## config.mk

```make
export PLATFORM = sky130hd
export DESIGN_NAME = drive_safety_supervisor_fsm_core
export DESIGN_NICKNAME = d
export VERILOG_FILES = /design/src/hw/rtl/dss_pkg.sv /design/src/hw/rtl/dss_decide.sv /design/src/hw/rtl/drive_safety_supervisor_fsm_core.sv
export SDC_FILE = /design/constraint.sdc
export NUM_CORES = 1
export LEC_CHECK = 0
export BUFFER_PORTS_ARGS = -buffer_cell sky130_fd_sc_hd__buf_2
export CAP_MARGIN = 5
export CORE_ASPECT_RATIO = 1.2
export CORE_MARGIN = 2
export CORE_UTILIZATION = 30
export DETAILED_ROUTE_END_ITERATION = 16
export GPL_ROUTABILITY_DRIVEN = 0
export PLACE_DENSITY = 0.56
export SYNTH_ARGS = -nofsm -noshare
export SYNTH_HDL_FRONTEND = slang
export SYNTH_SLANG_ARGS = --single-unit
```

## constraint.sdc

```tcl
create_clock -name clock -period 4.8 [get_ports clock]
set_input_delay 0.96 -clock clock [delete_from_list [all_inputs] [get_ports clock]]
set_output_delay 0.96 -clock clock [all_outputs]
set_load 0.01 [all_outputs]
```

## src/hw/rtl/dss_pkg.sv

```systemverilog
// Shared types for the drive safety supervisor: mode, authority and event codes,
// the per-transfer decision record, and the legal-pair check.
// No dependencies.
`timescale 1ns / 1ps

package dss_pkg;

   typedef enum logic [2:0] {
      MODE_RESET_SAFE = 3'd0,
      MODE_DIAGNOSTIC = 3'd1,
      MODE_READY      = 3'd2,
      MODE_ALIGN      = 3'd3,
      MODE_RUN        = 3'd4,
      MODE_FAULT      = 3'd5
   } mode_type;

   typedef enum logic [1:0] {
      AUTH_NONE   = 2'd0,
      AUTH_DIAG   = 2'd1,
      AUTH_MOTION = 2'd2
   } auth_type;

   typedef enum logic [3:0] {
      EV_FAULT      = 4'd0,
      EV_INIT_DONE  = 4'd1,
      EV_READY_LOST = 4'd2,
      EV_READY_OK   = 4'd3,
      EV_DIAG_REQ   = 4'd4,
      EV_ALIGN_REQ  = 4'd5,
      EV_RUN_REQ    = 4'd6,
      EV_ALIGN_DONE = 4'd7,
      EV_RELEASE    = 4'd8,
      EV_FAULT_ACK  = 4'd9
   } ev_type;

   // Decision for one event: verdict, next state and derived flags.
   typedef struct packed {
      logic     accepted;
      mode_type mode_next;
      auth_type auth_next;
      logic     bridge_enable;
      logic     foreground_allowed;
   } step_type;

   function automatic logic pair_legal(input mode_type m, input auth_type a);
      logic ok;
      case (m)
         MODE_RESET_SAFE, MODE_DIAGNOSTIC, MODE_READY, MODE_FAULT: ok = (a == AUTH_NONE);
         MODE_ALIGN: ok = (a == AUTH_MOTION);
         MODE_RUN:   ok = (a == AUTH_DIAG) || (a == AUTH_MOTION);
         default:    ok = 1'b0;
      endcase
      return ok;
   endfunction

endpackage

```

## src/hw/rtl/dss_decide.sv

```systemverilog
// Next-state and flag logic of the safety supervisor, purely combinational.
// Depends on dss_pkg.
`timescale 1ns / 1ps

module dss_decide (
   input  dss_pkg::mode_type mode,
   input  dss_pkg::auth_type auth,
   input  logic [3:0]        event_code,
   input  logic              energize_ok,
   input  logic              recover_ok,
   output dss_pkg::step_type step
);

   dss_pkg::ev_type   ev;
   dss_pkg::mode_type m_nx;
   dss_pkg::auth_type a_nx;
   logic              acc;
   logic              legal_nx;

   assign ev = dss_pkg::ev_type'(event_code);

   always_comb begin
      m_nx = mode;
      a_nx = auth;
      acc  = 1'b0;
      if (!dss_pkg::pair_legal(mode, auth)) begin
         // corrupted state: force fault, reject
         m_nx = dss_pkg::MODE_FAULT;
         a_nx = dss_pkg::AUTH_NONE;
      end else if (ev == dss_pkg::EV_FAULT) begin
         m_nx = dss_pkg::MODE_FAULT;
         a_nx = dss_pkg::AUTH_NONE;
         acc  = 1'b1;
      end else begin
         case (mode)
            dss_pkg::MODE_RESET_SAFE: begin
               if (ev == dss_pkg::EV_INIT_DONE) begin
                  m_nx = dss_pkg::MODE_DIAGNOSTIC;
                  a_nx = dss_pkg::AUTH_NONE;
                  acc  = 1'b1;
               end
            end
            dss_pkg::MODE_DIAGNOSTIC: begin
               if (ev == dss_pkg::EV_READY_LOST) begin
                  acc = 1'b1;
               end else if (ev == dss_pkg::EV_READY_OK && energize_ok) begin
                  m_nx = dss_pkg::MODE_READY;
                  a_nx = dss_pkg::AUTH_NONE;
                  acc  = 1'b1;
               end
            end
            dss_pkg::MODE_READY: begin
               if (ev == dss_pkg::EV_READY_LOST) begin
                  m_nx = dss_pkg::MODE_DIAGNOSTIC;
                  a_nx = dss_pkg::AUTH_NONE;
                  acc  = 1'b1;
               end else if (energize_ok) begin
                  case (ev)
                     dss_pkg::EV_DIAG_REQ: begin
                        m_nx = dss_pkg::MODE_RUN;
                        a_nx = dss_pkg::AUTH_DIAG;
                        acc  = 1'b1;
                     end
                     dss_pkg::EV_ALIGN_REQ: begin
                        m_nx = dss_pkg::MODE_ALIGN;
                        a_nx = dss_pkg::AUTH_MOTION;
                        acc  = 1'b1;
                     end
                     dss_pkg::EV_RUN_REQ: begin
                        m_nx = dss_pkg::MODE_RUN;
                        a_nx = dss_pkg::AUTH_MOTION;
                        acc  = 1'b1;
                     end
                     default: ;
                  endcase
               end
            end
            dss_pkg::MODE_ALIGN: begin
               if (ev == dss_pkg::EV_READY_LOST) begin
                  m_nx = dss_pkg::MODE_FAULT;
                  a_nx = dss_pkg::AUTH_NONE;
                  acc  = 1'b1;
               end else if (ev inside {dss_pkg::EV_ALIGN_DONE, dss_pkg::EV_RELEASE}) begin
                  m_nx = dss_pkg::MODE_READY;
                  a_nx = dss_pkg::AUTH_NONE;
                  acc  = 1'b1;
               end
            end
            dss_pkg::MODE_RUN: begin
               if (ev == dss_pkg::EV_READY_LOST) begin
                  m_nx = dss_pkg::MODE_FAULT;
                  a_nx = dss_pkg::AUTH_NONE;
                  acc  = 1'b1;
               end else if (ev == dss_pkg::EV_RELEASE) begin
                  m_nx = dss_pkg::MODE_READY;
                  a_nx = dss_pkg::AUTH_NONE;
                  acc  = 1'b1;
               end
            end
            dss_pkg::MODE_FAULT: begin
               if (ev == dss_pkg::EV_FAULT_ACK && recover_ok) begin
                  m_nx = dss_pkg::MODE_DIAGNOSTIC;
                  a_nx = dss_pkg::AUTH_NONE;
                  acc  = 1'b1;
               end
            end
            default: begin
               m_nx = dss_pkg::MODE_FAULT;
               a_nx = dss_pkg::AUTH_NONE;
            end
         endcase
      end
   end

   assign legal_nx = dss_pkg::pair_legal(m_nx, a_nx);

   always_comb begin
      step.accepted      = acc;
      step.mode_next     = m_nx;
      step.auth_next     = a_nx;
      step.bridge_enable = legal_nx &&
         ((m_nx == dss_pkg::MODE_ALIGN && a_nx == dss_pkg::AUTH_MOTION) ||
          (m_nx == dss_pkg::MODE_RUN &&
           (a_nx == dss_pkg::AUTH_DIAG || a_nx == dss_pkg::AUTH_MOTION)));
      step.foreground_allowed = legal_nx && (m_nx != dss_pkg::MODE_RESET_SAFE);
   end

endmodule

```

## src/hw/rtl/drive_safety_supervisor_fsm_core.sv

```systemverilog
// Drive safety supervisor: input register, decision logic, result register.
// A transferred request is captured in the input register, decided combinationally and
// written to the result register, raising rsp_valid; a stall on rsp_ready can hold it in
// the input register. Throughput one transfer per cycle while rsp_ready does not stall.
// Reset (synchronous, active high): mode reset_safe, authority none, both stages empty.
// Depends on dss_pkg and dss_decide.
`timescale 1ns / 1ps

module drive_safety_supervisor_fsm_core (
   input  logic       clock,
   input  logic       reset,
   // request channel
   input  logic       req_valid,
   output logic       req_ready,
   input  logic [3:0] req_event_code,
   input  logic       req_energize_ok,
   input  logic       req_recover_ok,
   // response channel
   output logic       rsp_valid,
   input  logic       rsp_ready,
   output logic       rsp_accepted,
   output logic [2:0] rsp_mode_now,
   output logic [1:0] rsp_authority_now,
   output logic       rsp_bridge_enable,
   output logic       rsp_foreground_allowed
);

   // Stage 1: captured request
   logic       s1_valid_ff, s1_valid_in;
   logic [3:0] s1_event_ff;
   logic       s1_energize_ff;
   logic       s1_recover_ff;

   // Supervisor state
   dss_pkg::mode_type mode_ff, mode_in;
   dss_pkg::auth_type auth_ff, auth_in;

   // Result register
   logic              rsp_valid_ff, rsp_valid_in;
   dss_pkg::step_type rsp_ff;

   dss_pkg::step_type step;
   logic              req_xfer;
   logic              rsp_free;   // result register can take a new value
   logic              s1_fire;    // stage 1 decides and commits this cycle

   // Handshake: the result register frees up when empty or being drained,
   // so one transfer per cycle flows through both stages while rsp_ready is not held low.
   assign rsp_free  = !rsp_valid_ff || rsp_ready;
   assign s1_fire   = s1_valid_ff && rsp_free;
   assign req_ready = !s1_valid_ff || rsp_free;
   assign req_xfer  = req_valid && req_ready;

   dss_decide u_decide (
      .mode        (mode_ff),
      .auth        (auth_ff),
      .event_code  (s1_event_ff),
      .energize_ok (s1_energize_ff),
      .recover_ok  (s1_recover_ff),
      .step        (step)
   );

   // Next state: mode/authority move only when a decision commits to the
   // result register, keeping state and response in lock step.
   always_comb begin
      s1_valid_in  = req_xfer ? 1'b1 : (s1_fire ? 1'b0 : s1_valid_ff);
      rsp_valid_in = s1_fire ? 1'b1 : (rsp_ready ? 1'b0 : rsp_valid_ff);
      mode_in      = s1_fire ? step.mode_next : mode_ff;
      auth_in      = s1_fire ? step.auth_next : auth_ff;
   end

   always_ff @(posedge clock) begin
      if (reset) begin
         s1_valid_ff  <= 1'b0;
         rsp_valid_ff <= 1'b0;
         mode_ff      <= dss_pkg::MODE_RESET_SAFE;
         auth_ff      <= dss_pkg::AUTH_NONE;
      end else begin
         s1_valid_ff  <= s1_valid_in;
         rsp_valid_ff <= rsp_valid_in;
         mode_ff      <= mode_in;
         auth_ff      <= auth_in;
      end
   end

   // Payload registers, no reset
   always_ff @(posedge clock) begin
      if (req_xfer) begin
         s1_event_ff    <= req_event_code;
         s1_energize_ff <= req_energize_ok;
         s1_recover_ff  <= req_recover_ok;
      end
      if (s1_fire) begin
         rsp_ff <= step;
      end
   end

   assign rsp_valid              = rsp_valid_ff;
   assign rsp_accepted           = rsp_ff.accepted;
   assign rsp_mode_now           = 3'(rsp_ff.mode_next);
   assign rsp_authority_now      = 2'(rsp_ff.auth_next);
   assign rsp_bridge_enable      = rsp_ff.bridge_enable;
   assign rsp_foreground_allowed = rsp_ff.foreground_allowed;

`ifndef NO_ASSERTIONS
   // Stored mode/authority is always a legal pair.
   a_state_legal: assert property (@(posedge clock) disable iff (reset)
      dss_pkg::pair_legal(mode_ff, auth_ff))
      else $error("illegal mode/authority pair stored");

   // The held response reports the current stored state.
   a_rsp_matches_state: assert property (@(posedge clock) disable iff (reset)
      rsp_valid_ff |-> (rsp_ff.mode_next == mode_ff && rsp_ff.auth_next == auth_ff))
      else $error("response out of step with supervisor state");

   // Bridge only energized in align or run.
   a_bridge_mode: assert property (@(posedge clock) disable iff (reset)
      (rsp_valid_ff && rsp_ff.bridge_enable) |->
         (rsp_ff.mode_next == dss_pkg::MODE_ALIGN || rsp_ff.mode_next == dss_pkg::MODE_RUN))
      else $error("bridge enabled outside align/run");

   // State changes only on a committed decision.
   a_state_hold: assert property (@(posedge clock) disable iff (reset)
      !s1_fire |=> ($stable(mode_ff) && $stable(auth_ff)))
      else $error("state moved without a decision");
`endif

endmodule

```

**Word-level counts from Yosys, hierarchy flattened**

Cells that the tools add are included.

- Bits of input ports: 10
- Word-level logic and storage cells: 111
- Output and inout port bits: 10
- Bits in registers: 21

- Equal/unequal tests: 23
- Reduce and logical (&&, ||, !) cells: 29
- Muxes and demuxes: 47

Operator list:

| operator | count |
|---|---|
| $mux W3 | 12 |
| $mux W2 | 12 |
| $pmux W3 S6 | 1 |
| $eq A4 B3 Y1 const B | 4 |
| $mux W1 | 16 |
| $eq A3 B2 Y1 const B | 4 |
| $eq A3 B3 Y1 const B | 4 |
| $pmux W2 S6 | 1 |
| $eq A4 B2 Y1 const B | 2 |
| $eq A4 B4 Y1 const B | 2 |
| $logic_and A1 B1 Y1 | 8 |
| $reduce_or A4 Y1 | 2 |
| $eq A3 B1 Y1 const B | 2 |
| $logic_not A3 Y1 | 2 |
| $pmux W1 S3 | 2 |
| $pmux W1 S6 | 1 |
| $pmux W3 S2 | 1 |
| $reduce_bool A2 Y1 | 3 |
| $logic_or A1 B1 Y1 | 5 |
| $eq A2 B1 Y1 const B | 2 |
| $eq A2 B2 Y1 const B | 2 |
| $eq A4 B1 Y1 const B | 1 |
| $logic_not A2 Y1 | 2 |
| $logic_not A4 Y1 | 1 |
| other kinds (5) | 7 |

**Logic depth before layout (Yosys ltp)**

- Depth after elaboration: 13
- Mapped depth: 10
- Gate-level depth less buffers: 9

**Hierarchy**

From an unflattened synthesis, not the netlist that was laid out.

- Cells, all modules: 163
- Area total of the unflattened synthesis: 1522.7 um^2

By module, submodules not included:

| module | instances | area an instance (um^2) | cells an instance | seq. area each (um^2) |
|---|---|---|---|---|
| dss_decide | 1 | 787.0 | 117 | 0.0 |
| drive_safety_supervisor_fsm_core | 1 | 735.7 | 46 | 560.5 |

**Least setup slack after synthesis**

OpenSTA, ideal clock, no wires.

- Path type: reg2reg
- From: reg s1_event_ff[3]
- To: reg rsp_ff (netlist bit rsp_foreground_allowed) (data pin)
- Library setup time: 268 ps
- Data required time: 4532 ps
- Stages on the path, launching flop included: 10
- Slack: 2351 ps
- Data arrival time: 2181 ps
- Period minus slack after synthesis: 2449 ps
- Buffers on the path: 1
- Cells stage by stage: edfxtp_1 -> buf_4 -> nor2b_2 -> and2_1 -> o32ai_2 -> nand2_1 -> a21o_1 -> ha_1 -> a211oi_1 -> a211oi_2

RTL lines:

| what | line | RTL |
|---|---|---|
| start, declared | drive_safety_supervisor_fsm_core.sv:30 | `logic [3:0] s1_event_ff;` |
| start signal, assigned | drive_safety_supervisor_fsm_core.sv:89 | `s1_event_ff <= req_event_code;` |
| end signal, assigned | drive_safety_supervisor_fsm_core.sv:94 | `rsp_ff <= step;` |
| end, declared | drive_safety_supervisor_fsm_core.sv:40 | `dss_pkg::step_type rsp_ff;` |

==> impl_metrics.csv <==
group,metric,value,unit
power_and_ir_drop,power.share.switching,0.277,
yosys,async_reset_ff_frac,0,
yosys,syn_area,1480,µm²
global_route,grt_usage,0.130,
timing,finalMaxSlewViolations,0,
cts,ctsHoldBuffers,0,
floorplan,ioPinCount,20,
cts,clock-sinks,21,
cts,h-tree-depth,1,
final_layout,finish.utilization,0.338,
worst_setup_path,critPathCaptureType,"register",
timing,rsz0062_at_grt,"false",
timing,max_freq,367,MHz
power_and_ir_drop,seq_power_share,0.540,
place,dpl.cell_count,224,
place,portBuffers,19,
yosys,synth_cell_types,58,
power_and_ir_drop,p_total,0.000409,W
timing,hold_viol_final,0,
yosys,synthTopCellsByArea,"edfxtp_1 28%, dfxtp_1 9.5%, nor2_1 4.3%",
yosys,synth_ff_type,"edfxtp_1",
cts,clock_path_buffers,2,
power_and_ir_drop,p_int,0.000296,W
global_route,grt_remaining_overflow,0,
global_route,grt_pass1_vias,1182,
timing,tightest_slew,0.595,ns
floorplan,die_w,68.2,µm
route,postRouteAntennaNets,0,
worst_setup_path,crit_type,"register to register",
floorplan,fp.dieArea,5520,µm²
yosys,synth.largest_area_cell,"edfxtp_1",
cts,cts_tree,"yes",
cts,clkLatencyLatePin,0.26,ns
min_path,hold_depth,2,
route,first_pass_iters,4,
global_route,grt_max_degree,18,
route,post_drt_via_cell_ratio,5.52,
worst_setup_path,start_kind,"register",
timing,setup_viol,0,
yosys,ys_seq_area_frac,0.378,
worst_setup_path,crit_arrival,2.73,ns
worst_setup_path,ff2ff_setup_slack,2.07,ns
yosys,synth-seq-cells,21,
yosys,synth_warnings,0,
yosys,syn-instance-count,154,
final_layout,final_nets,183,
cts,cts_resized,0,
route,totalWireLength,3190,µm
yosys,synth_nets,168,
final_layout,area_growth,10.2,%
run_status,status,"completed",
timing,fin_crit,2.73,ns
yosys,synth_common_cells,"17 x nor2_1, 14 x edfxtp_1, 11 x a21oi_1",
place,place_hpwl,2370,µm
route,drc,0,
power_and_ir_drop,combPwrFrac,0.185,
cts,postCtsSetupBuffers,0,
cts,numCtsBuffers,3,
worst_setup_path,cp.required,4.80,ns
final_layout,diodes,0,
timing,relSlewSlack,0.603,
floorplan,die_h,81.0,µm
timing,period_share,0.568,
cts,clockRootBuffer,"clkbuf_8",
worst_setup_path,rr_worst_depth,9,
route,wl_per_cell,14.0,µm
global_route,grt_antenna_before_repair,0,
timing,timing.setup.tns,0,ns
power_and_ir_drop,p_leak,0.576,nW
min_path,hold_path_class,"register to register",
yosys,yosys.cell_count.top_type,"nor2_1",
power_and_ir_drop,power.share.clock,0.275,
yosys,synth_edf_count,14,
route,num_vias,1258,
timing,holdWs,0.527,ns
power_and_ir_drop,p_switching,0.000113,W
final_layout,layout-drive-gt1-share,0.208,
cts,path_clk_slew,0.07,ns
power_and_ir_drop,powerDensity,251,nW/µm²
route,drtIter0Drc,67,
timing,skew,0.00109,ns
floorplan,start_util,0.306,
yosys,synth.top_cell.area_share,0.284,
worst_setup_path,crit_fanout,16,
job,max_cap_viol_count,0,
floorplan,rows,28,
final_layout,layoutNonFillerInstCount,228,
global_route,grt_pass1_wl,5560,µm
yosys,syn_area_per_cell,9.62,µm²
power_and_ir_drop,vdd_drop_max,0.180,mV
floorplan,core_area,4830,µm²
[kinds of logic after synthesis]
group           count (synthesis)  synth area share
buf+inv                        16            0.0608
simple gates                   66             0.270
flops                          21             0.378
fa+ha+maj                       4            0.0338
compound gates                 44             0.236
mux                             3            0.0211
[worst paths after layout]
kind,from,to
max,s1_event_ff[1],rsp_foreground_allowed
max reg2reg,s1_event_ff[1],rsp_foreground_allowed
min reg2reg,s1_valid_ff,rsp_valid
min,s1_valid_ff,rsp_valid
[flip-flops by register name (all words and copies together) (netlist names), 2 cells and up]
signal / cells
auth_ff: 2
mode_ff: 3
rsp_authority_now: 2
rsp_mode_now: 3
s1_event_ff: 4
[power groups by stage]
| stage | combinational, W | sequential [W] | clock (W) |
|---|---|---|---|
| after floorplan | 0.0000631 | 0.000218 | 0 |
| after global placement | 0.0000759 | 0.000225 | 0 |
| after detailed placement | 0.0000756 | 0.000225 | 0 |
| after CTS | 0.0000760 | 0.000221 | 0.000117 |
| after global routing | 0.0000852 | 0.000223 | 0.000126 |
| final | 0.0000757 | 0.000221 | 0.000113 |
[cell type report]
cell class / instances / area, µm²
multi-input combinational: 117 / 831
sequential: 21 / 561
clock buffer: 4 / 45.0
tap: 60 / 75.1
inverter: 7 / 26.3
fill: 529 / 3200
timing repair buffer: 19 / 95.1
[cell usage in the layout (no fill, tap or decap), types with 3 or more instances in the layout]
cell type / n
o21ai_0: 3
inv_1: 6
a21oi_1: 11
nand2_1: 7
nand2b_1: 4
nor2b_1: 4
buf_2: 19
nand3_1: 6
ha_1: 4
nor2_1: 17
edfxtp_1: 14
a311oi_1: 3
a211oi_1: 3
dfxtp_1: 7
and2_1: 5
clkbuf_8: 3
[metal layers]
| metal | part of all wire | up-vias | GRT usage |
|---|---|---|---|
| met5 | 0 | - | 0 |
| met4 | 0.0035 | 0 | 0.0160 |
| met3 | 0.062 | 4 | 0.0305 |
| met2 | 0.50 | 38 | 0.229 |
| met1 | 0.44 | 601 | 0.164 |
| li1 | - | 615 | - |
[worst max-delay path, stage by stage, from the launching register on]
cell and delay [ns]:
edfxtp_1 0.66, and2b_1 0.29, a311oi_1 0.28, a21oi_1 0.08, o32ai_2 0.21, nand2_1 0.13, a21o_1 0.20, ha_1 0.31
a211oi_1 0.25, a211oi_2 0.05
[metrics by stage]
stage,area [µm²],setup slack [ns]
6_report,1630,2.07
2_1_floorplan,1480,2.35
3_5_place_dp,1590,2.13
4_1_cts,1630,2.11
5_1_grt,1630,1.84
3_3_place_gp,1590,2.13
(Power assumes the default switching activity.)
